File: config.mk
export PLATFORM = sky130hd
export DESIGN_NAME = pbd_sqrt_cell
export DESIGN_NICKNAME = d
export VERILOG_FILES = /design/src/hdl/pbd_pkg.sv /design/src/hdl/pbd_sqrt_cell.sv
export SDC_FILE = /design/constraint.sdc
export NUM_CORES = 1
export LEC_CHECK = 0
export ABC_CLOCK_PERIOD_IN_PS = 17800
export BUFFER_PORTS_ARGS = -buffer_cell sky130_fd_sc_hd__clkbuf_2
export CAP_MARGIN = 20
export CORE_ASPECT_RATIO = 0.6
export CORE_MARGIN = 2
export CORE_UTILIZATION = 40
export DETAILED_ROUTE_END_ITERATION = 16
export PLACE_DENSITY = 0.71
export REMOVE_ABC_BUFFERS = 1
export SKIP_CTS_REPAIR_TIMING = 1
export SLEW_MARGIN = 20
export SYNTH_ARGS = -nofsm -noshare
export SYNTH_HDL_FRONTEND = slang
export SYNTH_SLANG_ARGS = --single-unit
File: constraint.sdc
create_clock -name clock -period 17.8 [get_ports clock]
set_input_delay 2.67 -clock clock [delete_from_list [all_inputs] [get_ports clock]]
set_output_delay 2.67 -clock clock [all_outputs]
set_load 0.1 [all_outputs]
File: src/hdl/pbd_pkg.sv
// Shared types, register indexes and helpers for the periodic boundary distance block.
package pbd_pkg;

   localparam int COORD_W = 32;
   localparam int SQ_W    = 2 * COORD_W;
   localparam int ROOT_W  = COORD_W;
   localparam int REM_W   = ROOT_W + 2;

   localparam logic [2:0] REG_LOW_BOUND_X  = 3'd0;
   localparam logic [2:0] REG_HIGH_BOUND_X = 3'd1;
   localparam logic [2:0] REG_LOW_BOUND_Y  = 3'd2;
   localparam logic [2:0] REG_HIGH_BOUND_Y = 3'd3;
   localparam logic [2:0] REG_THREE_D_MODE = 3'd4;

   // one slot of the square root chain
   typedef struct packed {
      logic              valid;
      logic              over;
      logic [SQ_W-1:0]   rad;
      logic [REM_W-1:0]  rem;
      logic [ROOT_W-1:0] root;
   } pbd_cell_type;

   // exact magnitude of the difference of two signed coordinates
   function automatic logic [COORD_W-1:0] abs_diff(input logic signed [COORD_W-1:0] a,
                                                   input logic signed [COORD_W-1:0] b);
      logic signed [COORD_W:0] d;
      logic signed [COORD_W:0] mag;
      d   = {a[COORD_W-1], a} - {b[COORD_W-1], b};
      mag = d[COORD_W] ? -d : d;
      return mag[COORD_W-1:0];
   endfunction

endpackage

File: src/hdl/pbd_sqrt_cell.sv
// One digit of the square root chain: resolves one root bit per cell.
module pbd_sqrt_cell (
   input  logic                  clock,
   input  logic                  reset,
   input  logic                  advance,
   input  pbd_pkg::pbd_cell_type cell_in,
   output pbd_pkg::pbd_cell_type cell_out
);
   import pbd_pkg::*;

   pbd_cell_type     cell_ff, cell_nx;
   logic [REM_W+1:0] rem_sh;
   logic [REM_W+1:0] trial;
   logic [REM_W+1:0] diff;

   always_comb begin
      rem_sh  = {cell_in.rem, cell_in.rad[SQ_W-1 -: 2]};
      trial   = {2'b00, cell_in.root, 2'b01};
      diff    = rem_sh - trial;
      cell_nx = cell_in;
      cell_nx.rad = {cell_in.rad[SQ_W-3:0], 2'b00};
      if (rem_sh >= trial) begin
         cell_nx.rem  = diff[REM_W-1:0];
         cell_nx.root = {cell_in.root[ROOT_W-2:0], 1'b1};
      end else begin
         cell_nx.rem  = rem_sh[REM_W-1:0];
         cell_nx.root = {cell_in.root[ROOT_W-2:0], 1'b0};
      end
   end

   always_ff @(posedge clock) begin
      if (reset) begin
         cell_ff.valid <= 1'b0;
      end else if (advance) begin
         cell_ff <= cell_nx;
      end
   end

   assign cell_out = cell_ff;

endmodule

==> impl_metrics.xml, run 1 <==
<?xml version="1.0" encoding="UTF-8"?>
<metrics>
  <group name="sta">
    <metric name="max_slew_margin" unit="%">36.11</metric>
    <metric name="report.final.slew_viol_count" unit="">0</metric>
    <metric name="rsz0062_at_grt" unit="">no</metric>
    <metric name="worst_clock_skew" unit="ns">0</metric>
    <metric name="final.min_clock_period" unit="ns">5.416</metric>
    <metric name="timing.final.crit_share" unit="%">30.43</metric>
    <metric name="fin_ws" unit="ns">12.38</metric>
    <metric name="final-setup-viol-count" unit="">0</metric>
    <metric name="timing.final.hold_violations" unit="">0</metric>
    <metric name="achievable-frequency" unit="GHz">0.1846</metric>
    <metric name="worst_pin_slew" unit="ns">0.9584</metric>
    <metric name="final.setup.tns" unit="ns">0</metric>
  </group>
  <group name="drt">
    <metric name="remaining_drc_errors" unit="">0</metric>
    <metric name="drt_first_pass_iters" unit="">4</metric>
    <metric name="via_per_inst" unit="">4.953</metric>
    <metric name="dr_total_vias" unit="">4889</metric>
    <metric name="routed_wirelength" unit="um">16840</metric>
    <metric name="post_drt_wl_per_cell" unit="um">17.06</metric>
    <metric name="drtAntennaViolNets" unit="">0</metric>
    <metric name="drt_iter0_drc" unit="">323</metric>
  </group>
  <group name="cts">
    <metric name="ctsHtreeMaxLevel" unit="">4</metric>
    <metric name="tritoncts" unit="">yes</metric>
    <metric name="root_buffer_master" unit="">clkbuf_16</metric>
    <metric name="cts_max_path_buffers" unit="">2</metric>
    <metric name="clock_insertion_delay_worst_skew" unit="ns">0.40</metric>
    <metric name="cts_made_buffers" unit="">17</metric>
    <metric name="clkSlewWorstSetupHoldPaths" unit="ns">0.06</metric>
    <metric name="cts.sinks" unit="">130</metric>
  </group>
  <group name="floorplanning">
    <metric name="initial_core_util" unit="%">40.92</metric>
    <metric name="boundaryPins" unit="">267</metric>
    <metric name="placementRows" unit="">35</metric>
    <metric name="fp.dieW" unit="um">165.9</metric>
    <metric name="chipHeight" unit="um">101.1</metric>
    <metric name="die-area" unit="um^2">16780</metric>
    <metric name="coreArea" unit="um^2">15370</metric>
  </group>
  <group name="yosys">
    <metric name="count_of_flip_flops_with_a_built_in_enable_after_synthesis" unit="">129</metric>
    <metric name="synth_ff_type" unit="">edfxtp_1</metric>
    <metric name="ys.warnings.count" unit="">0</metric>
    <metric name="synthesis.area" unit="um^2">6290</metric>
    <metric name="syn-instance-count" unit="">499</metric>
    <metric name="synthArstFlopShare" unit="%">0</metric>
    <metric name="synth.ff_latch_count" unit="">130</metric>
    <metric name="synth_cell_types" unit="">58</metric>
    <metric name="seq_area_frac_synth" unit="%">61.91</metric>
    <metric name="syn-mean-instance-area" unit="um^2">12.60</metric>
  </group>
  <group name="outcome">
    <metric name="outcome" unit="">completed</metric>
  </group>
  <group name="placed_design">
    <metric name="gp_routability_congestion" unit="">0.8250</metric>
    <metric name="placed_cells_incl_taps" unit="">955</metric>
    <metric name="dp_slack" unit="ns">11.62</metric>
    <metric name="placement.io_buffers" unit="">264</metric>
    <metric name="detailedPlacementHpwl" unit="um">12800</metric>
    <metric name="dpl-instance-area" unit="um^2">7821</metric>
  </group>
  <group name="global_routing">
    <metric name="globalRouteTotalUtil" unit="%">19.77</metric>
    <metric name="first_global_vias" unit="">4697</metric>
    <metric name="grt_max_degree" unit="">74</metric>
    <metric name="grt_antenna_before_repair" unit="">0</metric>
    <metric name="grt_first_pass_wirelength" unit="um">25430</metric>
    <metric name="globalRouteOverflowTotal" unit="">0</metric>
  </group>
  <group name="critical_path">
    <metric name="crit_path_max_fanout" unit="">61</metric>
    <metric name="critical_path.slowest_cell" unit="">o21a_4</metric>
    <metric name="critical_path_arrival" unit="ns">5.57</metric>
    <metric name="cp.required" unit="ns">17.95</metric>
    <metric name="cp_cell_sequence" unit="">clkbuf_2 &gt; inv_1 &gt; ha_1 &gt; a21o_1 &gt; o41ai_1 &gt; o211ai_1 &gt; a211oi_1 &gt; o21a_4 &gt; inv_2 &gt; mux2_1</metric>
    <metric name="start_kind" unit="">input pin</metric>
    <metric name="critical-path-max-stage-delay" unit="ns">0.61</metric>
    <metric name="worst_setup_path_startpoint" unit="">cell_in[7]</metric>
    <metric name="end_kind" unit="">flip-flop</metric>
    <metric name="worst-r2r-cell-count" unit="">2</metric>
    <metric name="crit_path_class" unit="">in -&gt; reg</metric>
    <metric name="rr_startpoint" unit="">cell_out[131]</metric>
  </group>
  <group name="layout">
    <metric name="final_layout_size_suffix_gt1_share" unit="%">39.29</metric>
    <metric name="multi_input_area" unit="um^2">2186</metric>
    <metric name="final_util" unit="%">54.68</metric>
    <metric name="finish.cell_count_without_fillers" unit="">987</metric>
    <metric name="diodes" unit="">0</metric>
    <metric name="final.fill_count" unit="">1371</metric>
    <metric name="layout.cell_area.non_filler" unit="um^2">8404</metric>
    <metric name="layout.nets" unit="">940</metric>
    <metric name="areaGrowthSynthToFinish" unit="%">33.62</metric>
    <metric name="largest_register_ff_count" unit="">130</metric>
    <metric name="sequential_cell_area" unit="um^2">3894</metric>
  </group>
  <group name="power">
    <metric name="ir_drop" unit="mV">0.07327</metric>
    <metric name="power.density" unit="nW/um^2">121.9</metric>
    <metric name="cellLeakagePower" unit="nW">3.800</metric>
  </group>
  <group name="run">
    <metric name="cap_viol_max_count" unit="">0</metric>
  </group>
  <group name="worst_hold_path">
    <metric name="hold_path.class" unit="">reg -&gt; reg</metric>
    <metric name="hold_path.startpoint" unit="">cell_out[131]</metric>
    <metric name="holdPathStages" unit="">2</metric>
  </group>
</metrics>
synth_stat cells (2+ instances only):
library cell	n	area share [%]
a21oi_1	26	2.1
buf_4	3	0.36
xor2_1	16	2.2
nand4_1	7	0.70
o211ai_1	3	0.36
and2_1	6	0.60
o31a_1	2	0.28
o221ai_1	2	0.28
edfxtp_1	129	62
xnor2_1	12	1.7
o21ai_0	12	0.95
nand2_1	48	2.9
nand2b_1	6	0.60
ha_1	34	6.8
nor2b_1	3	0.30
nor2_1	15	0.90
clkbuf_1	5	0.30
nor3_1	8	0.64
a311oi_4	2	0.84
and3_1	9	0.90
a31o_1	2	0.28
buf_2	6	0.48
o41ai_1	3	0.42
inv_1	41	2.4
nand3_1	4	0.32
a31oi_1	5	0.50
mux2i_1	4	0.64
a21o_1	21	2.5
o21ai_1	31	2.5
a21boi_0	2	0.24
o31ai_1	3	0.36
mux2_1	3	0.54
critical path: cells and delay by family:
kind / cells / cell delay, ns
buf+inv: 3 / 0.27
compound gates: 5 / 1.91
mux: 1 / 0.33
fa+ha+maj: 1 / 0.38
kinds of logic after synthesis:
family	after synthesis	synth area share, %
other	1	0.05962
and+or+nand+nor	114	8.833
muxes	7	1.174
buffers and inverters	56	3.640
AOI/OAI and AO/OA	129	13.73
adders and majority gates	34	6.764
xor gates and xnor gates	28	3.899
DFF	130	61.91
stage by stage:
| step | total power, W | hold slack, ns |
|---|---|---|
| after detailed placement | 0.0006847 | 0.5094 |
| after floorplan | 0.0006277 | 0.9705 |
| final | 0.001025 | 0.5192 |
| after global placement | 0.0006818 | 0.4873 |
| after global routing | 0.001062 | 0.5797 |
| after CTS | 0.001032 | 0.5239 |
final cells by class:
class                           count  share of cell area, %
Sequential cell                   130                  46.33
Multi-Input combinational cell    314                  26.01
Timing Repair Buffer              266                  15.90
Clock buffer                       18                  5.106
Tap cell                          203                  3.022
Inverter                           42                  1.876
Clock inverter                     14                  1.757
cells in the final DEF (no fill, tap or decap), drive strengths merged, types with 6 or more instances in the layout:
cell type and n:
a21o 22, a21oi 26, and2 6, and3 9, clkbuf 282, clkinv 6, edfxtp 129, ha 34
inv 48, nand2 48, nand2b 6, nand4 7, nor2 15, nor3 8, o21ai 44, xnor2 12
xor2 16
layer usage:
layer / vias to the layer above / track usage, % / wire length [um]
met5: - / 0 / 0
met4: 0 / 5.017 / 112
met3: 10 / 6.057 / 1146
met2: 174 / 30.35 / 7607
met1: 2314 / 27.68 / 7973
li1: 2391 / - / -
final timing paths:
path,to,slack (ns)
worst max-delay path,cell_out[64],12.38
worst min-delay path,cell_out[131],0.52
worst max register to register,cell_out[131],17.22
worst min register to register,cell_out[131],0.52
power breakdown:
part | switching, W | internal (W)
clock | 0.000149 | 0.000198
sequential | 0.00000613 | 0.000367
combinational | 0.000243 | 0.0000616
(Power assumes the default switching activity.)
==> inputs of run 2 (changes only) <==
--- a/config.mk
+++ b/config.mk
@@ -5,14 +5,14 @@
 export SDC_FILE = /design/constraint.sdc
 export NUM_CORES = 1
 export LEC_CHECK = 0
-export ABC_CLOCK_PERIOD_IN_PS = 17800
+export ABC_CLOCK_PERIOD_IN_PS = 4800
 export BUFFER_PORTS_ARGS = -buffer_cell sky130_fd_sc_hd__clkbuf_2
 export CAP_MARGIN = 20
 export CORE_ASPECT_RATIO = 0.6
 export CORE_MARGIN = 2
 export CORE_UTILIZATION = 40
 export DETAILED_ROUTE_END_ITERATION = 16
-export PLACE_DENSITY = 0.71
+export PLACE_DENSITY = 0.74
 export REMOVE_ABC_BUFFERS = 1
 export SKIP_CTS_REPAIR_TIMING = 1
 export SLEW_MARGIN = 20
==> constraint.sdc (replaced) <==
create_clock -name clock -period 4.8 [get_ports clock]
set_input_delay 0.72 -clock clock [delete_from_list [all_inputs] [get_ports clock]]
set_output_delay 0.72 -clock clock [all_outputs]
set_load 0.1 [all_outputs]
==> run 2 against run 1 <==
Non-clock buffer count is 2 higher. Critical path depth stayed put. Die area stayed put. Utilization is 0.18 points higher. Sequential cell count stayed put. Total power grew to 3.7 times the previous value. Sequential share of layout area is 0.15 points lower. Combinational power grew to 3.7 times the previous value. Cell count is 0.20% higher. Design area is 0.33% higher. Clock power grew to 3.8 times the previous value. Setup slack worse by 11 ns. Critical endpoint unchanged.
==> impl_metrics.xml, run 2 (synthesis results as in run 1) <==
<?xml version="1.0" encoding="UTF-8"?>
<metrics>
  <group name="sta">
    <metric name="fin_worst_hold_slack" unit="ns">0.4888</metric>
    <metric name="timing.final.hold_violations" unit="">0</metric>
    <metric name="worst_clock_skew" unit="ns">0</metric>
    <metric name="max_slew_margin" unit="%">45.73</metric>
    <metric name="final-setup-viol-count" unit="">0</metric>
    <metric name="final.min_clock_period" unit="ns">3.357</metric>
    <metric name="achievable-frequency" unit="GHz">0.2979</metric>
    <metric name="worst_pin_slew" unit="ns">0.8140</metric>
    <metric name="timing.final.crit_share" unit="%">69.93</metric>
    <metric name="report.final.slew_viol_count" unit="">0</metric>
    <metric name="rsz0062_at_grt" unit="">no</metric>
  </group>
  <group name="floorplanning">
    <metric name="initial_core_util" unit="%">40.92</metric>
    <metric name="boundaryPins" unit="">267</metric>
    <metric name="die-area" unit="um^2">16780</metric>
    <metric name="coreArea" unit="um^2">15370</metric>
    <metric name="placementRows" unit="">35</metric>
    <metric name="fp.dieW" unit="um">165.9</metric>
    <metric name="chipHeight" unit="um">101.1</metric>
  </group>
  <group name="layout">
    <metric name="diodes" unit="">0</metric>
    <metric name="final_common_cell" unit="">clkbuf_2</metric>
    <metric name="sequential_cell_area" unit="um^2">3894</metric>
    <metric name="final.fill_count" unit="">1379</metric>
    <metric name="layout_common_cells" unit="">264 x clkbuf_2, 129 x edfxtp_1, 48 x nand2_1</metric>
    <metric name="final_layout_size_suffix_gt1_share" unit="%">39.44</metric>
    <metric name="areaGrowthSynthToFinish" unit="%">34.06</metric>
    <metric name="multi_input_area" unit="um^2">2180</metric>
    <metric name="layout.nets" unit="">942</metric>
    <metric name="largest_register_ff_count" unit="">130</metric>
    <metric name="final_util" unit="%">54.86</metric>
  </group>
  <group name="global_routing">
    <metric name="globalRouteTotalUtil" unit="%">19.36</metric>
    <metric name="gr-max-usage-layer" unit="">met2</metric>
    <metric name="grt_max_degree" unit="">67</metric>
    <metric name="gr_util_met2" unit="%">31.38</metric>
    <metric name="first_global_vias" unit="">4547</metric>
    <metric name="grt_first_pass_wirelength" unit="um">24880</metric>
    <metric name="grt_antenna_before_repair" unit="">0</metric>
    <metric name="met1_usage" unit="%">26.53</metric>
    <metric name="globalRouteOverflowTotal" unit="">0</metric>
    <metric name="globalRouteMet3Util" unit="%">5.002</metric>
  </group>
  <group name="critical_path">
    <metric name="start_kind" unit="">input pin</metric>
    <metric name="cp_cell_sequence" unit="">clkbuf_2 &gt; inv_1 &gt; ha_1 &gt; a21o_1 &gt; o41ai_1 &gt; o211ai_1 &gt; a211oi_1 &gt; o21a_2 &gt; inv_2 &gt; mux2_1</metric>
    <metric name="rr_startpoint" unit="">cell_out[131]</metric>
    <metric name="cp.required" unit="ns">4.94</metric>
    <metric name="crit_path_class" unit="">in -&gt; reg</metric>
    <metric name="critPathCapture" unit="">cell_out[64]</metric>
    <metric name="critical-path-max-stage-delay" unit="ns">0.60</metric>
    <metric name="critPathTopFamily" unit="">compound AO/OA/AOI/OAI gates</metric>
    <metric name="crit_path_max_fanout" unit="">29</metric>
    <metric name="path_depth" unit="">10</metric>
    <metric name="critical_path_arrival" unit="ns">3.50</metric>
    <metric name="worst_setup_path_startpoint" unit="">cell_in[7]</metric>
    <metric name="regToRegSetupSlack" unit="ns">4.18</metric>
    <metric name="timing.rr.end" unit="">cell_out[131]</metric>
    <metric name="critical_path.slowest_cell" unit="">o21a_2</metric>
    <metric name="end_kind" unit="">flip-flop</metric>
    <metric name="worstPathBufferInverterCount" unit="">3</metric>
    <metric name="worst-r2r-cell-count" unit="">2</metric>
  </group>
  <group name="power">
    <metric name="power.switching" unit="W">0.001464</metric>
    <metric name="ir_drop" unit="mV">0.2604</metric>
    <metric name="power.density" unit="nW/um^2">455.1</metric>
    <metric name="internal_power" unit="W">0.002373</metric>
    <metric name="power.share.clock" unit="%">34.4</metric>
    <metric name="combPwrFrac" unit="%">29.5</metric>
    <metric name="pwr-share-seq" unit="%">36.1</metric>
    <metric name="cellLeakagePower" unit="nW">3.819</metric>
    <metric name="switching_share" unit="%">38.16</metric>
  </group>
  <group name="cts">
    <metric name="cts_max_path_buffers" unit="">2</metric>
    <metric name="clkSlewWorstSetupHoldPaths" unit="ns">0.06</metric>
    <metric name="cts.sinks" unit="">130</metric>
    <metric name="clock_insertion_delay_worst_skew" unit="ns">0.40</metric>
    <metric name="tritoncts" unit="">yes</metric>
    <metric name="root_buffer_master" unit="">clkbuf_16</metric>
    <metric name="cts_made_buffers" unit="">17</metric>
    <metric name="ctsHtreeMaxLevel" unit="">4</metric>
  </group>
  <group name="drt">
    <metric name="drt_first_pass_iters" unit="">5</metric>
    <metric name="routed_wirelength" unit="um">16820</metric>
    <metric name="drtAntennaViolNets" unit="">0</metric>
    <metric name="dr_total_vias" unit="">4898</metric>
    <metric name="post_drt_wl_per_cell" unit="um">17.01</metric>
    <metric name="via_per_inst" unit="">4.952</metric>
    <metric name="drt_iter0_drc" unit="">393</metric>
    <metric name="remaining_drc_errors" unit="">0</metric>
  </group>
  <group name="run">
    <metric name="cap_viol_max_count" unit="">0</metric>
  </group>
  <group name="placed_design">
    <metric name="gp_routability_congestion" unit="">0.9010</metric>
    <metric name="placement.io_buffers" unit="">264</metric>
    <metric name="detailedPlacementHpwl" unit="um">13100</metric>
  </group>
  <group name="worst_hold_path">
    <metric name="hold_path.class" unit="">in -&gt; reg</metric>
  </group>
  <group name="outcome">
    <metric name="outcome" unit="">completed</metric>
  </group>
</metrics>
==> run 2: cell types whose count changed in the layout (fill, tap and decap cells not counted), sizes merged <==
cell	delta
buf	+2
clkinv	-1
bufinv	+1
inv	+1
clkbuf	-1
==> run 2: how the worst min path moves through the flow <==
| stage | start | endpoint | slack, ns | cells after the start |
|---|---|---|---|---|
| 6_report | cell_in[92] | cell_out[94] | 0.49 | 1 |
| 3_3_place_gp | cell_out[131] | cell_out[131] | 0.48 | 2 |
| 5_1_grt | cell_in[115] | cell_out[117] | 0.46 | 1 |
| 4_1_cts | cell_in[101] | cell_out[103] | 0.47 | 1 |
| 2_1_floorplan | reset | cell_out[131] | 0.79 | 1 |
| 3_5_place_dp | cell_out[131] | cell_out[131] | 0.52 | 2 |
==> run 2: final cells by class <==
type                       instances  share of cell area, %
multi-input combinational        314                  25.85
clock buffer                      17                  5.045
inverter                          42                  1.870
sequential                       130                  46.18
timing repair buffer             268                  16.03
tap                              203                  3.012
clock inverter                    15                  2.018
==> run 2: power by group through the flow <==
stage	Sequential [W]	Combinational, W	Clock [W]
finish	0.00139	0.00113	0.00132
detailed placement	0.00141	0.00113	0
global route	0.00139	0.00119	0.00140
CTS	0.00139	0.00113	0.00135
global placement	0.00141	0.00112	0
floorplan	0.00204	0.000283	0
==> run 2: through the flow <==
stage / std cells / area [um^2] / setup TNS, ns / power (W) / worst slack [ns]
floorplan: 486 / 6222 / -294.27 / 0.002328 / -2.281
global placement: 957 / 7836 / 0 / 0.002530 / 1.109
detailed placement: 957 / 7836 / 0 / 0.002542 / 1.027
CTS: 989 / 8432 / 0 / 0.003871 / 1.444
global route: 989 / 8432 / 0 / 0.003974 / 1.217
finish: 989 / 8432 / 0 / 0.003837 / 1.443
==> run 2: layer usage <==
layer	share of wire (%)	up-vias
met5	0	-
met3	6.6	11
li1	-	2411
met1	46	2278
met4	0.90	0
met2	47	198
