[src/hdl/pbd_pkg.sv]
// Shared types, register indexes and helpers for the periodic boundary distance block.
package pbd_pkg;

   localparam int COORD_W = 32;
   localparam int SQ_W    = 2 * COORD_W;
   localparam int ROOT_W  = COORD_W;
   localparam int REM_W   = ROOT_W + 2;

   localparam logic [2:0] REG_LOW_BOUND_X  = 3'd0;
   localparam logic [2:0] REG_HIGH_BOUND_X = 3'd1;
   localparam logic [2:0] REG_LOW_BOUND_Y  = 3'd2;
   localparam logic [2:0] REG_HIGH_BOUND_Y = 3'd3;
   localparam logic [2:0] REG_THREE_D_MODE = 3'd4;

   // one slot of the square root chain
   typedef struct packed {
      logic              valid;
      logic              over;
      logic [SQ_W-1:0]   rad;
      logic [REM_W-1:0]  rem;
      logic [ROOT_W-1:0] root;
   } pbd_cell_type;

   // exact magnitude of the difference of two signed coordinates
   function automatic logic [COORD_W-1:0] abs_diff(input logic signed [COORD_W-1:0] a,
                                                   input logic signed [COORD_W-1:0] b);
      logic signed [COORD_W:0] d;
      logic signed [COORD_W:0] mag;
      d   = {a[COORD_W-1], a} - {b[COORD_W-1], b};
      mag = d[COORD_W] ? -d : d;
      return mag[COORD_W-1:0];
   endfunction

endpackage

[src/hdl/pbd_axis.sv]
// Three-stage wrapped distance along one periodic axis.
module pbd_axis (
   input  logic                                 clock,
   input  logic                                 advance,
   input  logic signed [pbd_pkg::COORD_W-1:0]   p,
   input  logic signed [pbd_pkg::COORD_W-1:0]   q,
   input  logic signed [pbd_pkg::COORD_W-1:0]   lo,
   input  logic signed [pbd_pkg::COORD_W-1:0]   hi,
   output logic        [pbd_pkg::COORD_W-1:0]   dist_out
);
   import pbd_pkg::*;

   logic [COORD_W-1:0] plain_ff, pl_ff, ph_ff, ql_ff, qh_ff;
   logic [COORD_W-1:0] plain2_ff, pe_ff, qe_ff;
   logic [COORD_W-1:0] dist_ff, dist_in;
   logic [COORD_W:0]   wrap;

   always_comb begin
      wrap = {1'b0, pe_ff} + {1'b0, qe_ff};
      if (wrap[COORD_W]) begin
         wrap[COORD_W-1:0] = '1;
      end
      dist_in = (plain2_ff < wrap[COORD_W-1:0]) ? plain2_ff : wrap[COORD_W-1:0];
   end

   always_ff @(posedge clock) begin
      if (advance) begin
         plain_ff  <= abs_diff(p, q);
         pl_ff     <= abs_diff(p, lo);
         ph_ff     <= abs_diff(p, hi);
         ql_ff     <= abs_diff(q, lo);
         qh_ff     <= abs_diff(q, hi);
         plain2_ff <= plain_ff;
         pe_ff     <= (pl_ff < ph_ff) ? pl_ff : ph_ff;
         qe_ff     <= (ql_ff < qh_ff) ? ql_ff : qh_ff;
         dist_ff   <= dist_in;
      end
   end

   assign dist_out = dist_ff;

endmodule

[config.mk]
export PLATFORM = sky130hd
export DESIGN_NAME = pbd_axis
export DESIGN_NICKNAME = d
export VERILOG_FILES = /design/src/hdl/pbd_pkg.sv /design/src/hdl/pbd_axis.sv
export SDC_FILE = /design/constraint.sdc
export NUM_CORES = 1
export LEC_CHECK = 0
export BUFFER_PORTS_ARGS = -buffer_cell sky130_fd_sc_hd__buf_2
export CAP_MARGIN = 5
export CORE_ASPECT_RATIO = 1.2
export CORE_UTILIZATION = 28
export CTS_CLUSTER_SIZE = 28
export DETAILED_ROUTE_END_ITERATION = 7
export GPL_ROUTABILITY_DRIVEN = 0
export GPL_TIMING_DRIVEN = 0
export PLACE_DENSITY = 0.45
export SYNTH_ARGS = -nofsm -noshare
export SYNTH_HDL_FRONTEND = slang
export SYNTH_SLANG_ARGS = --single-unit
[constraint.sdc]
create_clock -name clock -period 5.1 [get_ports clock]
set_clock_uncertainty 0.1 [all_clocks]
set_input_delay 1.53 -clock clock [delete_from_list [all_inputs] [get_ports clock]]
set_output_delay 1.53 -clock clock [all_outputs]
set_load 0.02 [all_outputs]
==> flow_summary_export.csv, run 1 <==
group,metric,value,unit
power,p_sw_share,40.27,%
yosys,netlist_area,26730,um2
place,io_buffer_count,161,
detailed_routing,drc_errors,0,
sta,max_clock_freq,0.1822,GHz
yosys,synth_seq_cells,288,
yosys,async_flop_share,0,%
power,combPwrFrac,53.5,%
detailed_routing,first_pass_iters,5,
power,p_int,8.100,mW
sta,timing.final.max_slew_violations,0,
cts,cts_root_buf,"clkbuf_16",
sta,timing.final.crit_share,107.6,%
detailed_routing,vias,22130,
cts,cts_tree,"yes",
sta,hold_viol,0,
floorplan,initial_core_util,28.38,%
floorplan,die_x,284.0,um
worst_hold_path,hold_class,"flip-flop to flip-flop",
sta,setup_viol,32,
finish,fin_util,33.61,%
finish,drive_gt1_share,17.04,%
floorplan,pin_count,162,
worst_setup_path,critPathKind,"flip-flop to flip-flop",
worst_hold_path,hold_start,"plain_ff[27]",
cts,cts.path.max_buffers,3,
detailed_routing,first_iter_violations,935,
floorplan,die_h,340.5,um
yosys,syn_inst,2871,
sta,relSlewSlack,48.11,%
grt,antenna_found_initial,7,
power,pwr-share-seq,27.9,%
worst_setup_path,r2r_slack,-0.39,ns
cts,path_clk_slew,0.06,ns
worst_setup_path,worstSetupEndpointType,"flip-flop",
place,dpl_cell_area,29260,um2
yosys,synth.avg_cell_area,9.310,um2
detailed_routing,antenna_left,0,
power,clkPwrFrac,18.7,%
grt,grt_usage,18.54,%
worst_setup_path,cpMostUsedCell,"a21o_1",
place,hpwl,77.03,mm
worst_setup_path,path_buf_inv,4,
grt,grt_pass1_vias,22540,
worst_setup_path,crit_fanout,6,
detailed_routing,wire_per_inst,20.80,um
finish,synthToLayoutAreaGrowth,18.43,%
status,violations,"negative setup slack",
worst_setup_path,cp_data_arrival_time,5.69,ns
worst_setup_path,path_delay_family,"compound AO/OA/AOI/OAI gates",
status,status,"complete, but fails checks",
yosys,synthesis.nets,3297,
detailed_routing,viasPerCell,5.023,
sta,period_needed,5.488,ns
worst_hold_path,whs_endpoint,"plain2_ff[27]",
worst_setup_path,cp_slowest_cell,"edfxtp_1",
finish,stdcell_area,31650,um2
worst_hold_path,whs_path_depth,0,
cts,cts_buffers,35,
grt,grt_pass1_wl,134.7,mm
yosys,ys.flop_type,"edfxtp_1",
power,ir_worst_vdd,0.2161,mV
floorplan,dieArea,96700,um2
cts,clk_latency,0.58,ns
power,p_leak,13.32,nW
grt,grt_overflow_total,0,
worst_setup_path,cpPeakStageDelay,0.38,ns
grt,grt_start_max_net_pins,122,
sta,rsz0062_at_grt,"yes",
cts,cts_sinks,288,
yosys,synth_edf_count,288,
finish,nets,3553,
floorplan,core.rowCount,123,
sta,fin_tns_setup,-10.27,ns
worst_setup_path,r2r_cells,26,
sta,worst_slack,-0.3883,ns
yosys,ys_warn_count,0,
power,net-switching-power,5.461,mW
worst_setup_path,reg2reg_to,"dist_out[7]",
cts,h-tree-depth,2,
sta,worst_pin_slew,0.7703,ns
yosys,synth_cell_types,112,
cts,hold_buffers,0,
worst_setup_path,cp-start-kind,"flip-flop",
worst_setup_path,r2r_start,"qe_ff[0]",
flow_run,drv_cap,0,
yosys,ys_seq_area_share,32.36,%
worst_setup_path,critPathRequiredTime,5.30,ns
power,cellPowerDensity,428.4,nW/um2
detailed_routing,routed_wl,91.62,mm
floorplan,fp.coreArea,94190,um2
## worst max path at each step
stage / endpoint / from / slack [ns] / depth (start not counted)
after floorplan: plain_ff[29] / p[0] / 0.03 / 16
after global placement: qe_ff[26] / advance / -2.06 / 1
after detailed placement: dist_out[7] / qe_ff[5] / -1.90 / 20
after CTS: dist_out[7] / pe_ff[0] / -0.57 / 27
after global routing: dist_out[7] / qe_ff[0] / -0.61 / 27
final: dist_out[7] / qe_ff[0] / -0.39 / 26
## per-stage QoR
step	worst slack [ns]	hold WS [ns]	cells	power, mW
6_report	-0.3883	0.3162	4405	13.56
5_1_grt	-0.6054	0.3173	4404	14.50
4_1_cts	-0.5717	0.3154	4377	13.56
3_5_place_dp	-1.901	0.3045	4287	10.38
3_3_place_gp	-2.061	0.3004	4282	10.36
2_1_floorplan	0.02983	0.3003	2871	8.304
## Yosys cell counts, types with 10 or more instances
master / instances / area [um2]
a41oi_1: 10 / 87.58
nor2b_1: 30 / 187.7
a211oi_1: 29 / 217.7
nand3b_1: 11 / 82.58
o21bai_1: 24 / 180.2
mux2_2: 68 / 765.7
nand2_1: 151 / 566.8
nor3_1: 60 / 300.3
o21a_1: 36 / 270.3
a31oi_1: 39 / 244.0
xnor2_1: 186 / 1629
and2_1: 19 / 118.9
inv_1: 260 / 975.9
o21ai_0: 136 / 680.7
mux2i_1: 39 / 390.4
o31ai_1: 26 / 195.2
a21oi_1: 223 / 1116
buf_2: 10 / 50.05
or3_1: 25 / 156.4
nand3_1: 54 / 270.3
edfxtp_1: 288 / 8648
o211ai_1: 19 / 142.6
nor2_1: 208 / 780.8
o31a_1: 14 / 122.6
o21ai_1: 11 / 55.05
nand4_1: 43 / 269.0
or2_2: 13 / 81.33
xor2_1: 86 / 753.2
and3_1: 27 / 168.9
ha_1: 290 / 3628
nand2b_1: 30 / 187.7
a31o_2: 11 / 96.34
a21o_1: 122 / 915.9
clkbuf_1: 59 / 221.5
## cell type report
| type | count | area (um2) |
|---|---|---|
| clock inverter | 22 | 236.5 |
| tap | 1250 | 1564 |
| antenna | 4 | 10.01 |
| fill | 9864 | 62530 |
| buffer | 73 | 417.9 |
| timing repair buffer | 221 | 1388 |
| sequential | 288 | 8648 |
| multi-input combinational | 2248 | 17520 |
| clock buffer | 39 | 890.9 |
| inverter | 260 | 982.2 |
## routing by layer
layer / wire [um] / global-route usage [%] / vias to the layer above
li1: - / - / 11160
met5: 0 / 0 / -
met1: 37940 / 21.31 / 10350
met2: 46370 / 34.27 / 455
met4: 4551 / 8.849 / 0
met3: 2752 / 1.749 / 160
## cell families (layout without fill, tap and decap cells)
kind of cell             count (synthesis)  in the layout  share of synthesized area, %
XOR/XNOR                               273            273                         8.974
buffers and inverters                  335            615                         4.798
adder cells (fa/ha/maj)                296            296                         14.02
multiplexers                           107            107                         4.325
AO/OA/AOI/OAI                          827            827                         20.86
other                                    0              4                             0
flip-flops                             288            288                         32.36
AND/OR/NAND/NOR                        745            745                         14.66
## sequential cells by signal, summed over array words and instances, names as in the netlist
signal	count
plain_ff	32
pe_ff	32
plain2_ff	32
dist_out	32
qh_ff	32
pl_ff	32
ql_ff	32
ph_ff	32
qe_ff	32
## what timing repair did
| action | CTS | global route |
|---|---|---|
| setup buffers | 28 | 24 |
| endpoints found under the setup margin | 177 | 149 |
| pin swaps | 43 | 54 |
| gates cloned | 2 | 1 |
| resized for setup | 108 | 69 |
## cell usage in the layout (no fill, tap or decap), types with 9 or more instances in the layout
cell       count
o211a_1        9
mux2_2        67
o31a_1        14
mux2i_1       36
buf_2        168
ha_1         287
or3_1         25
o31ai_1       21
and4_1         9
o21ai_1       16
a31oi_1       36
edfxtp_1     288
nand2_1      150
and3_1        26
a21oi_2        9
nand3b_1      11
a21oi_1      215
and2_1        19
nand4_1       43
clkbuf_1      47
a31o_2        10
o21ai_0      125
nand3_1       51
nor2_1       201
buf_4         52
o21bai_1      24
inv_1        258
a211oi_1      21
o21a_1        36
nor2b_1       30
o211ai_1      19
a21o_1       121
clkbuf_16     37
nor3_1        53
xor2_1        85
xnor2_1      182
nand2b_1      30
or2_2         13
a211o_1        9
## power groups by stage
stage,combinational [mW],clock [mW],sequential [mW]
2_1_floorplan,4.39,0,3.92
3_3_place_gp,6.50,0,3.85
3_5_place_dp,6.55,0,3.83
4_1_cts,7.16,2.62,3.79
5_1_grt,7.96,2.69,3.85
6_report,7.25,2.53,3.78
Power figures use the tool's default switching activity.
==> run 2: changes to the inputs <==
BUFFER_PORTS_ARGS = -buffer_cell sky130_fd_sc_hd__clkbuf_2   (was -buffer_cell sky130_fd_sc_hd__buf_2)
==> run 2 against run 1 <==
Against the previous run:
- the flow still finishes with violations (negative setup slack)
- sequential power about the same
- non-clock buffer count is 10 lower
- register-to-register slack improved by 0.02 ns
- combinational power shrank 2%
- critical path depth is 2 higher
- flip-flop and latch count unchanged
- final cell count decreased by 0.20%
- design area is 0.17% lower
- clock-buffer cell count down 3
- largest cell class unchanged
- highest routed layer unchanged
==> flow_summary_export.csv, run 2 (same netlist as run 1, synthesis figures left out) <==
group,metric,value,unit
status,status,"complete, but fails checks",
status,violations,"negative setup slack",
floorplan,core.rowCount,123,
floorplan,dieArea,96700,um2
flow_run,drv_cap,0,
finish,fin_util,33.55,%
worst_setup_path,critPathKind,"flip-flop to flip-flop",
worst_setup_path,cp_slowest_cell,"edfxtp_1",
grt,grt_overflow_total,0,
worst_setup_path,cp-start-kind,"flip-flop",
detailed_routing,first_pass_iters,5,
finish,nets,3543,
sta,rsz0062_at_grt,"yes",
sta,worst_pin_slew,0.7943,ns
cts,hold_buffers,0,
sta,period_needed,5.467,ns
sta,fin_tns_setup,-10.08,ns
detailed_routing,drc_errors,0,
sta,max_clock_freq,0.1829,GHz
detailed_routing,routed_wl,91.94,mm
cts,cts_root_buf,"clkbuf_16",
grt,antenna_found_initial,7,
worst_setup_path,cp_data_arrival_time,5.68,ns
detailed_routing,vias,22350,
detailed_routing,antenna_left,0,
detailed_routing,wire_per_inst,20.91,um
sta,setup_viol,32,
finish,final_common_cell,"edfxtp_1",
cts,h-tree-depth,2,
cts,cts_sinks,288,
grt,grt_start_max_net_pins,87,
worst_hold_path,hold_class,"flip-flop to flip-flop",
cts,cts.path.max_buffers,3,
cts,cts_tree,"yes",
floorplan,initial_core_util,28.38,%
worst_setup_path,path_buf_inv,4,
sta,worst_slack,-0.3669,ns
sta,timing.final.max_slew_violations,0,
detailed_routing,viasPerCell,5.084,
worst_setup_path,cpMostUsedCell,"a21o_1",
place,io_buffer_count,161,
place,hpwl,77.41,mm
finish,synthToLayoutAreaGrowth,18.22,%
floorplan,die_x,284.0,um
power,ir_worst_vdd,0.2129,mV
finish,stdcell_area,31600,um2
worst_setup_path,cpPeakStageDelay,0.37,ns
place,dpl_cell_area,29290,um2
worst_setup_path,crit_fanout,6,
sta,timing.final.crit_share,107.2,%
worst_setup_path,worstSetupEndpointType,"flip-flop",
finish,drive_gt1_share,17.12,%
floorplan,fp.coreArea,94190,um2
grt,grt_pass1_vias,22260,
grt,grt_usage,18.55,%
power,p_leak,13.34,nW
worst_setup_path,path_delay_family,"compound AO/OA/AOI/OAI gates",
sta,hold_viol,0,
grt,grt_pass1_wl,134.6,mm
finish,final_cell_mix,"edfxtp_1, ha_1, inv_1",
detailed_routing,first_iter_violations,1045,
finish,fill_cells,9918,
cts,path_clk_slew,0.06,ns
cts,clk_latency,0.58,ns
floorplan,die_h,340.5,um
worst_setup_path,critPathRequiredTime,5.31,ns
power,p_total,13.53,mW
cts,cts_buffers,35,
sta,relSlewSlack,46.49,%
power,cellPowerDensity,428.3,nW/um2
floorplan,pin_count,162,
==> run 2: changes by cell type in the layout (fill, tap and decap cells not counted), sizes merged <==
| cell | previous run | this run |
|---|---|---|
| clkbuf | 98 | 254 |
| diode | 4 | 3 |
| bufinv | 4 | 6 |
| clkinvlp | 4 | 3 |
| clkinv | 14 | 19 |
| buf | 235 | 66 |
| inv | 260 | 259 |
==> run 2: power breakdown <==
| part | switching (mW) | leakage, nW | total (mW) | internal (mW) |
|---|---|---|---|---|
| clock | 1.10 | 0.580 | 2.66 | 1.57 |
| sequential | 0.257 | 2.81 | 3.78 | 3.53 |
| combinational | 4.08 | 9.94 | 7.08 | 3.01 |
==> run 2: repair_timing <==
item	in CTS	in global routing
cloned	0	1
setup endpoints to repair	177	149
pin swaps	24	61
setup buffers	13	31
gates resized for setup	86	89
==> run 2: metrics by stage <==
step,hold WS [ns],cells,worst slack (ns)
global placement,0.3007,4282,-2.628
floorplan,0.3003,2871,0.02983
detailed placement,0.3045,4288,-1.981
global route,0.3266,4396,-0.6041
CTS,0.3162,4364,-0.6399
finish,0.3155,4396,-0.3669
==> run 2: metal layers <==
| metal | track usage, % | part of all wire (%) |
|---|---|---|
| met2 | 34.41 | 51 |
| met5 | 0 | 0 |
| met3 | 1.669 | 2.8 |
| met4 | 8.378 | 4.7 |
| met1 | 21.45 | 42 |
==> run 2: cell type report <==
| cell class | instances | area [um2] | share of cell area [%] |
|---|---|---|---|
| clock buffer | 36 | 879.6 | 2.784 |
| clock inverter | 27 | 310.3 | 0.9820 |
| tap | 1250 | 1564 | 4.950 |
| inverter | 260 | 984.7 | 3.116 |
| antenna | 3 | 7.507 | 0.02376 |
| sequential | 288 | 8648 | 27.37 |
| timing repair buffer | 212 | 1329 | 4.205 |
| buffer | 72 | 400.4 | 1.267 |
| multi-input combinational | 2248 | 17470 | 55.30 |
==> run 2: final timing paths <==
kind | slack [ns] | end | startpoint | cells after the start
worst max-delay path | -0.37 | dist_out[11] | pe_ff[0] | 28
worst min-delay path | 0.32 | plain2_ff[2] | plain_ff[2] | 0
worst max register to register | -0.37 | dist_out[11] | pe_ff[0] | 28
worst min register to register | 0.32 | plain2_ff[2] | plain_ff[2] | 0
==> run 3: changes to the inputs <==
CTS_CLUSTER_DIAMETER = 100   (was not set)
RECOVER_POWER = 50   (was not set)
==> run 3 against run 2 <==
Against the previous run:
- the run ends with max-capacitance violations, max-slew violations, negative setup slack left
- first-iteration DRC count down 9.5%
- sequential share of layout area up 0.55 points
- critical path depth down 9
- clock-buffer cell count down 21
- register-to-register slack better by 0.05 ns
- wire length down 0.59%
- combinational power up 2%
- critical path type unchanged
- largest cell class unchanged
==> flow_summary_export.csv, run 3 (same netlist as run 1, synthesis figures left out) <==
group,metric,value,unit
grt,grt_start_max_net_pins,87,
sta,hold_viol,0,
cts,h-tree-depth,1,
detailed_routing,first_iter_violations,946,
floorplan,die_h,340.5,um
finish,synthToLayoutAreaGrowth,15.88,%
sta,rsz0062_at_grt,"yes",
worst_setup_path,worstSetupEndpointType,"flip-flop",
floorplan,core.rowCount,123,
worst_setup_path,cp_data_arrival_time,5.67,ns
sta,worst_slack,-0.3158,ns
worst_setup_path,path_cells,"ha_1 > a21o_1 > a21oi_1 > o21ai_0 > nand3_1 > nand3_2 > a221oi_4 > o31ai_1 > a2111o_1 > and4b_1 > ha_1 > nand4_1 > nor3_4 > and3_4 > nand2_1 > o31ai_4 > buf_6 > buf_12 > mux2i_2",
finish,fill_cells,9975,
worst_setup_path,crit_fanout,5,
worst_hold_path,hold_class,"flip-flop to flip-flop",
finish,final_common_cell,"edfxtp_1",
finish,ff_latch_area,8648,um2
finish,nets,3540,
grt,grt_pass1_wl,134.1,mm
worst_setup_path,cpPeakStageDelay,0.45,ns
sta,fin_hold_ws,0.3284,ns
floorplan,fp.coreArea,94190,um2
status,status,"complete, but fails checks",
detailed_routing,viasPerCell,5.085,
power,p_leak,12.99,nW
power,net-switching-power,5.223,mW
sta,relSlewSlack,-100.2,%
floorplan,initial_core_util,28.38,%
floorplan,dieArea,96700,um2
floorplan,die_x,284.0,um
power,p_sw_share,42.09,%
cts,cts_root_buf,"clkbuf_16",
cts,cts_buffers,15,
detailed_routing,antenna_left,0,
worst_setup_path,cp_slowest_cell,"edfxtp_1",
detailed_routing,first_pass_iters,5,
power,pwr-share-seq,30.4,%
power,cellPowerDensity,400.6,nW/um2
detailed_routing,drc_errors,0,
power,p_int,7.185,mW
place,hpwl,77.41,mm
power,ir_worst_vdd,0.1904,mV
grt,antenna_found_initial,8,
sta,timing.final.crit_share,106.2,%
sta,timing.final.max_slew_violations,54,
finish,multi_input_area,17470,um2
detailed_routing,wire_per_inst,20.91,um
power,clkPwrFrac,11.4,%
finish,fin_util,32.88,%
flow_run,drv_cap,1,
sta,worst_pin_slew,3.002,ns
worst_setup_path,path_delay_family,"compound AO/OA/AOI/OAI gates",
floorplan,pin_count,162,
detailed_routing,vias,22230,
cts,cts_tree,"yes",
detailed_routing,routed_wl,91.40,mm
grt,grt_overflow_total,0,
sta,setup_viol,33,
place,io_buffer_count,161,
grt,grt_pass1_vias,22220,
cts,path_clk_slew,0.11,ns
status,violations,"max-capacitance violations, max-slew violations, negative setup slack",
grt,grt_usage,18.34,%
sta,fin_tns_setup,-6.920,ns
cts,clk_latency,0.55,ns
worst_setup_path,critPathKind,"flip-flop to flip-flop",
finish,drive_gt1_share,15.88,%
sta,max_clock_freq,0.1846,GHz
finish,final_cell_mix,"edfxtp_1, ha_1, inv_1",
sta,period_needed,5.416,ns
worst_setup_path,cp-start-kind,"flip-flop",
cts,cts_sinks,288,
worst_setup_path,critPathRequiredTime,5.35,ns
worst_setup_path,path_buf_inv,2,
worst_setup_path,cpMostUsedCell,"ha_1",
power,combPwrFrac,58.2,%
cts,cts.path.max_buffers,3,
==> run 3: what timing repair did <==
item                       CTS  global route
pin swaps                   42            56
setup endpoints to repair  180           141
hold buffers                 0             0
setup buffers               37            25
cloned                       3             0
gates resized for setup    110            81
==> run 3: power groups by stage <==
| stage | registers [mW] | clock network (mW) | logic, mW |
|---|---|---|---|
| floorplan | 3.92 | 0 | 4.39 |
| global placement | 3.86 | 0 | 6.50 |
| detailed placement | 3.84 | 0 | 6.54 |
| CTS | 3.78 | 1.47 | 7.25 |
| global route | 3.85 | 1.54 | 7.94 |
| finish | 3.78 | 1.41 | 7.22 |
==> run 3: metal layers <==
layer	routed length [um]	up-vias	global-route usage [%]	share of wire, %
li1	-	11100	-	-
met1	38260	10560	21.50	42
met2	46640	414	34.34	51
met3	2273	151	1.032	2.5
met4	4217	2	7.796	4.6
met5	13	-	0	0.014
==> run 3: final cells by class <==
type | count | share of cell area, %
diodes | 4 | 0.03232
flip-flops and latches | 288 | 27.92
well taps | 1250 | 5.050
clock inverters | 6 | 0.1979
inverters | 260 | 3.191
multi-input cells | 2248 | 56.40
plain buffers | 71 | 1.317
clock buffers | 15 | 1.212
repair buffers | 230 | 4.678
==> run 3: worst reg2reg max path, cell delays in order (launching register included) <==
cell and delay [ns]:
edfxtp_1 0.45, ha_1 0.32, a21o_1 0.16, a21oi_1 0.28, o21ai_0 0.28, nand3_1 0.18, nand3_2 0.20, a221oi_4 0.37
o31ai_1 0.15, a2111o_1 0.41, and4b_1 0.21, ha_1 0.29, nand4_1 0.20, nor3_4 0.34, and3_4 0.27, nand2_1 0.10
o31ai_4 0.29, buf_6 0.23, buf_12 0.15, mux2i_2 0.26
==> run 3: path summary, 6_finish.rpt <==
| path | startpoint | endpoint | slack (ns) | depth (start not counted) |
|---|---|---|---|---|
| max | pe_ff[1] | dist_out[7] | -0.32 | 19 |
| min | plain_ff[3] | plain2_ff[3] | 0.33 | 0 |
| max reg2reg | pe_ff[1] | dist_out[7] | -0.32 | 19 |
| min reg2reg | plain_ff[3] | plain2_ff[3] | 0.33 | 0 |
==> run 3: metrics by stage <==
step / total power, mW / instances / setup WS, ns / cell area, um2
after global routing: 13.33 / 4371 / -0.5519 / 30970
after CTS: 12.51 / 4347 / -0.6060 / 30590
final: 12.41 / 4372 / -0.3158 / 30970
after detailed placement: 10.38 / 4288 / -1.981 / 29290
after floorplan: 8.304 / 2871 / 0.02983 / 26790
after global placement: 10.37 / 4282 / -2.628 / 29160
